## config.mk

```make
export PLATFORM = sky130hd
export DESIGN_NAME = fit_policy_block_allocator
export DESIGN_NICKNAME = d
export VERILOG_FILES = /design/src/hdl/fpba_pkg.sv /design/src/hdl/fpba_ram.sv /design/src/hdl/fit_policy_block_allocator.sv
export SDC_FILE = /design/constraint.sdc
export NUM_CORES = 1
export LEC_CHECK = 0
export BUFFER_PORTS_ARGS = -buffer_cell sky130_fd_sc_hd__buf_2
export CORE_UTILIZATION = 51
export DETAILED_ROUTE_END_ITERATION = 7
export PLACE_DENSITY = 0.67
export SETUP_SLACK_MARGIN = 0.05
export SLEW_MARGIN = 10
export SYNTH_ARGS = -nofsm -noshare
export SYNTH_HDL_FRONTEND = slang
export SYNTH_SLANG_ARGS = --single-unit
```

## constraint.sdc

```tcl
create_clock -name clock -period 5.8 [get_ports clock]
set_input_delay 0.58 -clock clock [delete_from_list [all_inputs] [get_ports clock]]
set_output_delay 0.58 -clock clock [all_outputs]
set_load 0.02 [all_outputs]
```

## src/hdl/fpba_pkg.sv

```systemverilog
// Shared codes and types for the fit-policy block allocator.
// No dependencies; used by the top level, the checker and the testbench.
package fpba_pkg;

   localparam int SIZE_W     = 16;
   localparam int OUT_IDX_W  = 5;

   // Item function codes
   localparam logic [1:0] FUNC_LOAD    = 2'd0;
   localparam logic [1:0] FUNC_REQUEST = 2'd1;
   localparam logic [1:0] FUNC_CLEAR   = 2'd2;

   // Result status codes
   localparam logic [1:0] STATUS_DONE   = 2'd0;
   localparam logic [1:0] STATUS_NO_FIT = 2'd1;
   localparam logic [1:0] STATUS_FULL   = 2'd2;

   // Placement policies; the unused code behaves as first fit
   localparam logic [1:0] POLICY_FIRST = 2'd0;
   localparam logic [1:0] POLICY_BEST  = 2'd1;
   localparam logic [1:0] POLICY_WORST = 2'd2;

   // One table entry as stored in memory
   typedef struct packed {
      logic              used;
      logic [SIZE_W-1:0] size;
   } entry_type;

endpackage

```

## src/hdl/fpba_ram.sv

```systemverilog
// Generic single-write, single-read synchronous RAM with registered read data.
// No dependencies.
module fpba_ram #(
   parameter int WIDTH = 17,
   parameter int DEPTH = 32
) (
   input  logic                     clock,
   input  logic                     wr_en,
   input  logic [$clog2(DEPTH)-1:0] wr_addr,
   input  logic [WIDTH-1:0]         wr_data,
   input  logic                     rd_en,
   input  logic [$clog2(DEPTH)-1:0] rd_addr,
   output logic [WIDTH-1:0]         rd_data
);

   logic [WIDTH-1:0] mem_ff [DEPTH];
   logic [WIDTH-1:0] rd_data_ff;

   // Write port and registered read port
   always_ff @(posedge clock) begin
      if (wr_en) begin
         mem_ff[wr_addr] <= wr_data;
      end
      if (rd_en) begin
         rd_data_ff <= mem_ff[rd_addr];
      end
   end

   assign rd_data = rd_data_ff;

endmodule

```

## src/hdl/fit_policy_block_allocator.sv

```systemverilog
// Fit-policy block allocator: table control, scan and result register.
// Depends on fpba_pkg and fpba_ram.

// Holds a table of up to MAX_BLOCKS block sizes in one synchronous RAM, each
// entry tagged with a used flag. A load appends a block, a request places a
// size in an unused block chosen by the csr_fit_policy rule (first, best or
// worst fit, ties to the lower index), a clear empties the table. Load,
// clear and the unused function code return their result in the cycle after
// the transfer. A request reads the table one entry per cycle through the
// single RAM read port in the scan state, then writes back the chosen entry
// and posts the result from the update state. One item is worked at a time;
// a new item is taken once the block is idle and the result register is
// free or being drained.
// No clearing pass is needed after reset: only entries below the block count
// are read, and each of those was written by a load.
module fit_policy_block_allocator #(
   parameter int MAX_BLOCKS = 32
) (
   input  logic        clock,
   input  logic        reset,
   input  logic        csr_valid,
   output logic        csr_ready,
   input  logic [1:0]  csr_fit_policy,
   input  logic        req_valid,
   output logic        req_ready,
   input  logic [1:0]  req_func,
   input  logic [15:0] req_size_value,
   output logic        rsp_valid,
   input  logic        rsp_ready,
   output logic [1:0]  rsp_status,
   output logic [4:0]  rsp_block_index,
   output logic [15:0] rsp_leftover
);

   localparam int IDX_W   = $clog2(MAX_BLOCKS);
   localparam int CNT_W   = $clog2(MAX_BLOCKS + 1);
   localparam int ENTRY_W = $bits(fpba_pkg::entry_type);

   typedef enum logic [1:0] {ST_IDLE, ST_SCAN, ST_UPDATE} state_type;

   state_type                     state_ff, state_in;
   logic [CNT_W-1:0]              count_ff, count_in;
   logic [1:0]                    policy_ff, policy_in;
   logic [fpba_pkg::SIZE_W-1:0]   size_ff, size_in;
   logic [CNT_W-1:0]              rd_cnt_ff, rd_cnt_in;
   logic                          cmp_vld_ff, cmp_vld_in;
   logic [IDX_W-1:0]              cmp_idx_ff, cmp_idx_in;
   logic                          found_ff, found_in;
   logic [IDX_W-1:0]              pick_ff, pick_in;
   logic [fpba_pkg::SIZE_W-1:0]   pick_size_ff, pick_size_in;
   logic                          rsp_valid_ff, rsp_valid_in;
   logic [1:0]                    rsp_status_ff, rsp_status_in;
   logic [4:0]                    rsp_index_ff, rsp_index_in;
   logic [fpba_pkg::SIZE_W-1:0]   rsp_leftover_ff, rsp_leftover_in;

   logic                          out_free;
   logic                          table_full;
   logic                          take;
   logic                          wr_en;
   logic [IDX_W-1:0]              wr_addr;
   fpba_pkg::entry_type           wr_entry;
   logic                          rd_en;
   logic [ENTRY_W-1:0]            rd_word;
   fpba_pkg::entry_type           rd_entry;
   logic [IDX_W+4:0]              count_ext;
   logic [IDX_W+4:0]              pick_ext;
   logic [fpba_pkg::SIZE_W-1:0]   left_size;

   // Block size table with used flags
   fpba_ram #(
      .WIDTH (ENTRY_W),
      .DEPTH (MAX_BLOCKS)
   ) u_table (
      .clock   (clock),
      .wr_en   (wr_en),
      .wr_addr (wr_addr),
      .wr_data (wr_entry),
      .rd_en   (rd_en),
      .rd_addr (rd_cnt_ff[IDX_W-1:0]),
      .rd_data (rd_word)
   );

   assign rd_entry   = fpba_pkg::entry_type'(rd_word);
   assign out_free   = !rsp_valid_ff || rsp_ready;
   assign table_full = (count_ff == CNT_W'(MAX_BLOCKS));
   assign count_ext  = {5'd0, count_ff[IDX_W-1:0]};
   assign pick_ext   = {5'd0, pick_ff};
   assign left_size  = pick_size_ff - size_ff;

   // Decide whether the entry just read replaces the current pick
   always_comb begin
      take = 1'b0;
      if (cmp_vld_ff && !rd_entry.used && (rd_entry.size >= size_ff)) begin
         if (!found_ff) begin
            take = 1'b1;
         end else if (policy_ff == fpba_pkg::POLICY_BEST) begin
            take = (rd_entry.size < pick_size_ff);
         end else if (policy_ff == fpba_pkg::POLICY_WORST) begin
            take = (rd_entry.size > pick_size_ff);
         end
      end
   end

   // Next-state logic for control, scan and result register
   always_comb begin
      state_in        = state_ff;
      count_in        = count_ff;
      policy_in       = policy_ff;
      size_in         = size_ff;
      rd_cnt_in       = rd_cnt_ff;
      cmp_vld_in      = 1'b0;
      cmp_idx_in      = rd_cnt_ff[IDX_W-1:0];
      found_in        = found_ff;
      pick_in         = pick_ff;
      pick_size_in    = pick_size_ff;
      rsp_valid_in    = rsp_valid_ff;
      rsp_status_in   = rsp_status_ff;
      rsp_index_in    = rsp_index_ff;
      rsp_leftover_in = rsp_leftover_ff;
      wr_en           = 1'b0;
      wr_addr         = count_ff[IDX_W-1:0];
      wr_entry        = '0;
      rd_en           = 1'b0;

      // Drop the result once it is taken
      if (rsp_valid_ff && rsp_ready) begin
         rsp_valid_in = 1'b0;
      end

      if (csr_valid) begin
         policy_in = csr_fit_policy;
      end

      unique case (state_ff)
         ST_IDLE: begin
            if (req_valid && out_free) begin
               size_in         = req_size_value;
               rd_cnt_in       = '0;
               found_in        = 1'b0;
               pick_in         = '0;
               pick_size_in    = '0;
               rsp_status_in   = fpba_pkg::STATUS_DONE;
               rsp_index_in    = '0;
               rsp_leftover_in = '0;
               case (req_func)
                  fpba_pkg::FUNC_LOAD: begin
                     rsp_valid_in = 1'b1;
                     if (table_full) begin
                        rsp_status_in = fpba_pkg::STATUS_FULL;
                     end else begin
                        wr_en         = 1'b1;
                        wr_entry.used = 1'b0;
                        wr_entry.size = req_size_value;
                        rsp_index_in  = count_ext[4:0];
                        count_in      = count_ff + CNT_W'(1);
                     end
                  end
                  fpba_pkg::FUNC_REQUEST: begin
                     state_in = ST_SCAN;
                  end
                  fpba_pkg::FUNC_CLEAR: begin
                     rsp_valid_in = 1'b1;
                     count_in     = '0;
                  end
                  default: begin
                     rsp_valid_in = 1'b1;
                  end
               endcase
            end
         end
         ST_SCAN: begin
            // Issue one read per cycle and compare its data in the cycle after
            if (rd_cnt_ff != count_ff) begin
               rd_en      = 1'b1;
               rd_cnt_in  = rd_cnt_ff + CNT_W'(1);
               cmp_vld_in = 1'b1;
            end
            if (take) begin
               found_in     = 1'b1;
               pick_in      = cmp_idx_ff;
               pick_size_in = rd_entry.size;
            end
            if ((rd_cnt_ff == count_ff) && !cmp_vld_ff) begin
               state_in = ST_UPDATE;
            end
         end
         ST_UPDATE: begin
            // Write back the chosen entry and post the result
            if (out_free) begin
               rsp_valid_in = 1'b1;
               state_in     = ST_IDLE;
               if (found_ff) begin
                  wr_en           = 1'b1;
                  wr_addr         = pick_ff;
                  wr_entry.used   = 1'b1;
                  wr_entry.size   = left_size;
                  rsp_status_in   = fpba_pkg::STATUS_DONE;
                  rsp_index_in    = pick_ext[4:0];
                  rsp_leftover_in = left_size;
               end else begin
                  rsp_status_in   = fpba_pkg::STATUS_NO_FIT;
                  rsp_index_in    = '0;
                  rsp_leftover_in = '0;
               end
            end
         end
         default: begin
            state_in = ST_IDLE;
         end
      endcase
   end

   // State and registered outputs
   always_ff @(posedge clock) begin
      if (reset) begin
         state_ff     <= ST_IDLE;
         count_ff     <= '0;
         policy_ff    <= fpba_pkg::POLICY_FIRST;
         cmp_vld_ff   <= 1'b0;
         rsp_valid_ff <= 1'b0;
      end else begin
         state_ff     <= state_in;
         count_ff     <= count_in;
         policy_ff    <= policy_in;
         cmp_vld_ff   <= cmp_vld_in;
         rsp_valid_ff <= rsp_valid_in;
      end
      size_ff         <= size_in;
      rd_cnt_ff       <= rd_cnt_in;
      cmp_idx_ff      <= cmp_idx_in;
      found_ff        <= found_in;
      pick_ff         <= pick_in;
      pick_size_ff    <= pick_size_in;
      rsp_status_ff   <= rsp_status_in;
      rsp_index_ff    <= rsp_index_in;
      rsp_leftover_ff <= rsp_leftover_in;
   end

   assign csr_ready       = 1'b1;
   assign req_ready       = (state_ff == ST_IDLE) && out_free;
   assign rsp_valid       = rsp_valid_ff;
   assign rsp_status      = rsp_status_ff;
   assign rsp_block_index = rsp_index_ff;
   assign rsp_leftover    = rsp_leftover_ff;

endmodule

```

=== Word-level counts from Yosys, hierarchy flattened ===
Memory sizes are Yosys's and may differ from the RTL's. A register that Yosys moved wholly into a read port is not among the register bits.
Cells that the tools add are included.

* Register bits after elaboration: 84
* RAM bits: 544
* Input bits: 25
* Memories kept: 1

* Add/subtract/negate cells: 3
* $lt $le $gt $ge: 3
* Eq/ne operators: 16
* Muxes and demuxes: 62
* Reductions and logical operators: 21

{| class="wikitable"
|+ Memories
! name !! words !! bits a word !! rd ports !! clocked after Yosys merged registers in !! wr ports !! line !! source
|-
| u_table.mem_ff || 32 || 17 || 1 || 1 || 1 || fpba_ram.sv:16 || <nowiki>logic [WIDTH-1:0] mem_ff [DEPTH];</nowiki>
|}

{| class="wikitable"
|+ Operator list
! kind !! number
|-
| $mux W16 || 7
|-
| $pmux W16 S2 || 2
|-
| $mux W5 || 10
|-
| $mux W17 || 2
|-
| $pmux W17 S2 || 1
|-
| $pmux W6 S2 || 2
|-
| $mux W1 || 20
|-
| $pmux W5 S2 || 2
|-
| $mux W6 || 3
|-
| $ge A16 B16 Y1 || 1
|-
| $gt A16 B16 Y1 || 1
|-
| $lt A16 B16 Y1 || 1
|-
| $mux W2 || 8
|-
| $sub A16 B16 Y16 || 1
|-
| $add A6 B1 Y6 const B || 2
|-
| $ne A2 B2 Y1 const B || 6
|-
| $reduce_and A3 Y1 || 3
|-
| $reduce_and A4 Y1 || 2
|-
| $eq A2 B1 Y1 const B || 3
|-
| $eq A2 B2 Y1 const B || 3
|-
| $eq A6 B6 Y1 || 1
|-
| $eq A6 B6 Y1 const B || 1
|-
| $logic_and A1 B1 Y1 || 6
|-
| $ne A6 B6 Y1 || 1
|-
| other kinds (9) || 16
|}

=== Logic depth before layout (Yosys ltp) ===
* Depth in word-level cells: 7
* Depth in mapped cells: 11

=== By module ===
A second synthesis with hierarchy kept.

* Cell total of the unflattened synthesis: 1691
* Area, all modules: 26915.8 µm²

{| class="wikitable"
|+ By module, submodules not included
! module !! instances !! cells an instance !! area an instance (µm²) !! sequential area each (µm²)
|-
| fpba_ram || 1 || 1212 || 21907.3 || 16846.2
|-
| fit_policy_block_allocator || 1 || 479 || 5008.6 || 2352.3
|}

=== Least setup slack after synthesis ===
Ideal clock, no wire load.

* Path kind: register to register
* Start: reg pick_size_ff[0] (netlist bit)
* End: mem u_table.mem_ff[0][8], data pin
* Arrival: 3.196 ns
* Data required time: 5.346 ns
* Path slack: 2.150 ns
* Stages on the path, launching flop included: 11
* Buffers on the path: 0
* Period minus slack after synthesis: 3.650 ns
* Path through: edfxtp_1 -> inv_1 -> ha_1 -> inv_2 -> fa_1 -> a21o_1 -> a311o_1 -> o211ai_2 -> o21ba_2 -> xor2_1 -> o21ai_0

* Longest elaborated chain between the ends: 4

{| class="wikitable"
|+ Ends and longest elaborated chain
! item !! line !! source
|-
| from (decl) || fit_policy_block_allocator.sv:50 || <nowiki>logic [fpba_pkg::SIZE_W-1:0] pick_size_ff, pick_size_in;</nowiki>
|-
| from (signal assigned) || fit_policy_block_allocator.sv:233 || <nowiki>pick_size_ff <= pick_size_in;</nowiki>
|-
| $sub A16 B16 Y16 || fit_policy_block_allocator.sv:88 || <nowiki>assign left_size = pick_size_ff - size_ff;</nowiki>
|-
| $mux W17 || fit_policy_block_allocator.sv:192 || <nowiki>if (found_ff) begin</nowiki>
|-
| $mux W17 || fit_policy_block_allocator.sv:189 || <nowiki>if (out_free) begin</nowiki>
|-
| $pmux W17 S2 || fit_policy_block_allocator.sv:134 || <nowiki>unique case (state_ff)</nowiki>
|-
| named net u_table.wr_data[8] || fpba_ram.sv:10 || <nowiki>input logic [WIDTH-1:0] wr_data,</nowiki>
|-
| to (decl) || fpba_ram.sv:16 ||
|}

The timed path passes the listed nets, and every way through them passes these cells.

=== Worst setup path after layout ===
* Start: reg state_ff[1]
* End: mem u_table.mem_ff[23][12] (enable)

* Longest elaborated chain between the ends: 4
* Elaborated cells on any way between the ends: 6

{| class="wikitable"
|+ Ends and longest elaborated chain
! item !! line !! source
|-
| from (decl) || fit_policy_block_allocator.sv:41 || <nowiki>state_type state_ff, state_in;</nowiki>
|-
| from (signal assigned) || fit_policy_block_allocator.sv:222 || <nowiki>state_ff <= state_in;</nowiki>
|-
| $eq A2 B2 Y1 / $logic_not A2 Y1 (equally long branches) || fit_policy_block_allocator.sv:134 ||
|-
| $pmux W1 S2 || fit_policy_block_allocator.sv:134 ||
|-
| $mux W1 || fpba_ram.sv:21 || <nowiki>if (wr_en) begin</nowiki>
|-
| $mux W1 (implied by the code) || fpba_ram.sv:22 || <nowiki>mem_ff[wr_addr] <= wr_data;</nowiki>
|}

Several ways; a longest one is shown, not always the timed one.

==> results.ini <==
[job]
cap_violations = 0

[synthesis]
yosysUniqueCellTypes = 71
synth_async_reset_ratio_pct = 0
synth_edf_count = 628
post_synthesis_register_bit_count = 645
post_synth_main_area_contributors = sky130_fd_sc_hd__edfxtp_1 71%, sky130_fd_sc_hd__mux4_2 7.2%, sky130_fd_sc_hd__mux2i_1 3.4%
mappedNetlistArea_mm2 = 0.0266
yosys_top_cell_by_area = sky130_fd_sc_hd__edfxtp_1
synth-warning-count = 0
synth_seq_area_share_pct = 72.0
net_count_of_the_mapped_netlist = 1593
dominantRegCellSynth = sky130_fd_sc_hd__edfxtp_1
synthesized_instance_count = 1517
syn-mean-instance-area_um2 = 17.6
yosys.area.top_type_share_pct = 70.8

[global_route]
grt.total_usage_pct = 23.2
globalRouteOverflowTotal = 0
grt_start_max_net_pins = 102
grt.met2_usage_pct = 36.3
antenna_found_initial = 0
met1_demand_to_capacity_share_in_global_routing_pct = 33.7
wire_length_of_the_first_global_routing_pass_um = 90400
top_usage_layer = met2
met3_usage_pct = 3.47
first_global_vias = 14000

[detailed_routing]
num_vias = 14204
drc = 0
vias_per_cell = 6.04
routed_wl_per_cell_um = 25.8
drt-total-wl_um = 60700
drt_first_pass_iters = 5
route.antenna.remaining_nets = 0
drt_iter0_markers = 1384

[cts]
cts-root-buf = sky130_fd_sc_hd__clkbuf_16
cts.path.max_buffers = 3
quantity_of_hold_fixing_buffers_added_after_cts = 0
ctsResizeCount = 0
cts_buffers = 68
clock_sink_count = 645
worst_skew_pair.late_latency_ns = 0.60
tritoncts = built
clkTransAtPathRegs_ns = 0.06
cts_htree_levels = 3
cts_setup_buffers = 0

[timing]
report.final.hold_viol_count = 0
max_slew.worst_pin.slew_ns = 1.17
maxSlewHeadroom_pct = 22.1
report.final.setup_viol = 0
worst_hold_margin_ns = 0.179
timing.final.max_slew_violations = 0
period_needed_ns = 3.92
tns_ns = 0
timing.final.crit_share_pct = 67.6
setup_clock_skew_after_layout_ns = 0.0195
max_freq_mhz = 255
unrepaired_setup_endpoints_after_global_routing = no

[floorplanning]
fp.coreArea_mm2 = 0.0515
die_x_um = 231
placement_rows = 83
start_util_pct = 51.7
pin_count = 51
area_enclosed_by_the_die_boundary_mm2 = 0.0532
die_y_um = 231

[placement]
dpl-instance-area_mm2 = 0.0279
post-place-cells = 2230
dp_wirelength_um = 37300
place_congestion = 0.888
port_buffers = 49

[cells_and_area]
design_area_mm2 = 0.0300
drive_above_1_share_pct = 21.2
post_route_insts_no_fill = 2353
antenna_cells_inserted = 0
layout_common_cells = 628 x sky130_fd_sc_hd__edfxtp_1, 91 x sky130_fd_sc_hd__mux2i_1, 85 x sky130_fd_sc_hd__mux4_2
commonest_non_fill_non_tap_cell_in_the_layout = sky130_fd_sc_hd__edfxtp_1
layout.filler_cells = 3852
num-nets-final = 1696
area_added_between_synthesis_and_finish_pct = 12.8

[power]
p_leak_nw = 10.1
total_power_mw = 10.4
vdd.ir_drop.worst_mv = 0.304
power_density_mw_per_mm2 = 348

[hold_path]
min_path_type = in -> reg
worst_hold_path.num_cells = 1

[critical_path]
worstSetupStartpointType = flop
cp.arrival_ns = 4.13
cp_data_required_time_ns = 6.01
worst-path-max-fanout = 45
reg2regPathDepth = 7
path_class = reg -> reg
crit_path_end_kind = flop

[run_status]
status = finished clean

-- path summary, 6_finish.rpt --
path                startpoint                endpoint  slack [ns]
max                state_ff[1]  u_table.mem_ff[23][12]        1.88
min          req_size_value[0]              size_ff[0]        0.18
max reg2reg        state_ff[1]  u_table.mem_ff[23][12]        1.88
min reg2reg      cmp_idx_ff[2]              pick_ff[2]        0.51
-- registers in the layout, summed over array words and instances (netlist names), 2 cells and up --
name / cells
cmp_idx_ff: 5
count_ff: 6
pick_ff: 5
pick_size_ff: 16
policy_ff: 2
rd_cnt_ff: 6
rsp_block_index: 5
rsp_leftover: 16
rsp_status: 2
size_ff: 16
state_ff: 2
u_table.mem_ff: 544
u_table.rd_data: 17
-- through the flow --
stage | setup WS, ns | utilization [%]
after floorplan | 2.15 | -
after global placement | 2.03 | 54.1
after detailed placement | 1.84 | 54.1
after CTS | 1.86 | 58.3
after global routing | 1.48 | 58.3
final | 1.88 | 58.3
-- worst max-delay path: stages, from the launching register on --
cell	delay (ns)
sky130_fd_sc_hd__dfxtp_1	0.47
sky130_fd_sc_hd__nor2b_2	0.30
sky130_fd_sc_hd__and2_2	0.37
sky130_fd_sc_hd__nand2_2	0.24
sky130_fd_sc_hd__inv_2	0.61
sky130_fd_sc_hd__mux2i_1	0.43
sky130_fd_sc_hd__nand2_1	0.24
sky130_fd_sc_hd__nor2_2	0.85
-- where the power goes --
group          internal (mW)  leakage (nW)  switching [mW]  total (mW)
Combinational          0.352          3.20           0.585       0.937
Sequential              5.17          5.86          0.0408        5.21
Clock                   2.51          1.05            1.78        4.30
Total                   8.03          10.1            2.41        10.4
-- routing by layer --
metal	routed length, um	share of wire [%]
met1	26200	43
met2	28900	48
met3	3850	6.3
met4	1760	2.9
met5	0	0
-- Yosys cell counts (all sizes together) (2+ instances only) --
master  count
a21o       11
xnor2      10
mux2       32
nand2      71
nand2b      9
clkbuf     35
nor3        6
a31oi       6
mux2i      91
and2       32
o311ai      3
mux4       85
nand3b      5
o21a        2
a22o       20
nor2b      23
buf        41
o21ai      46
a211oi      7
nor3b       2
edfxtp    628
inv        41
a21oi      43
o22ai       2
xor2       16
or2         4
ha         50
and4        2
o221ai     64
dfxtp      17
and3        3
nand3      11
nand4       6
nor4        5
nor2       71
-- area by class of cell --
class	count	area, um^2	share of cell area (%)
clock inverters	40	413	1.37
clock buffers	83	1780	5.92
well taps	680	851	2.83
multi-input cells	755	6930	23.1
inverters	41	154	0.512
repair buffers	109	721	2.40
flip-flops and latches	645	19200	63.9
-- cell families after synthesis --
family,share of synthesized area (%)
AO/OA/AOI/OAI,5.85
XOR/XNOR,0.854
adder cells (fa/ha/maj),2.42
buffers and inverters,2.13
flip-flops,72.0
multiplexers,12.0
other,0.0141
AND/OR/NAND/NOR,4.74
Power figures use the tool's default switching activity.
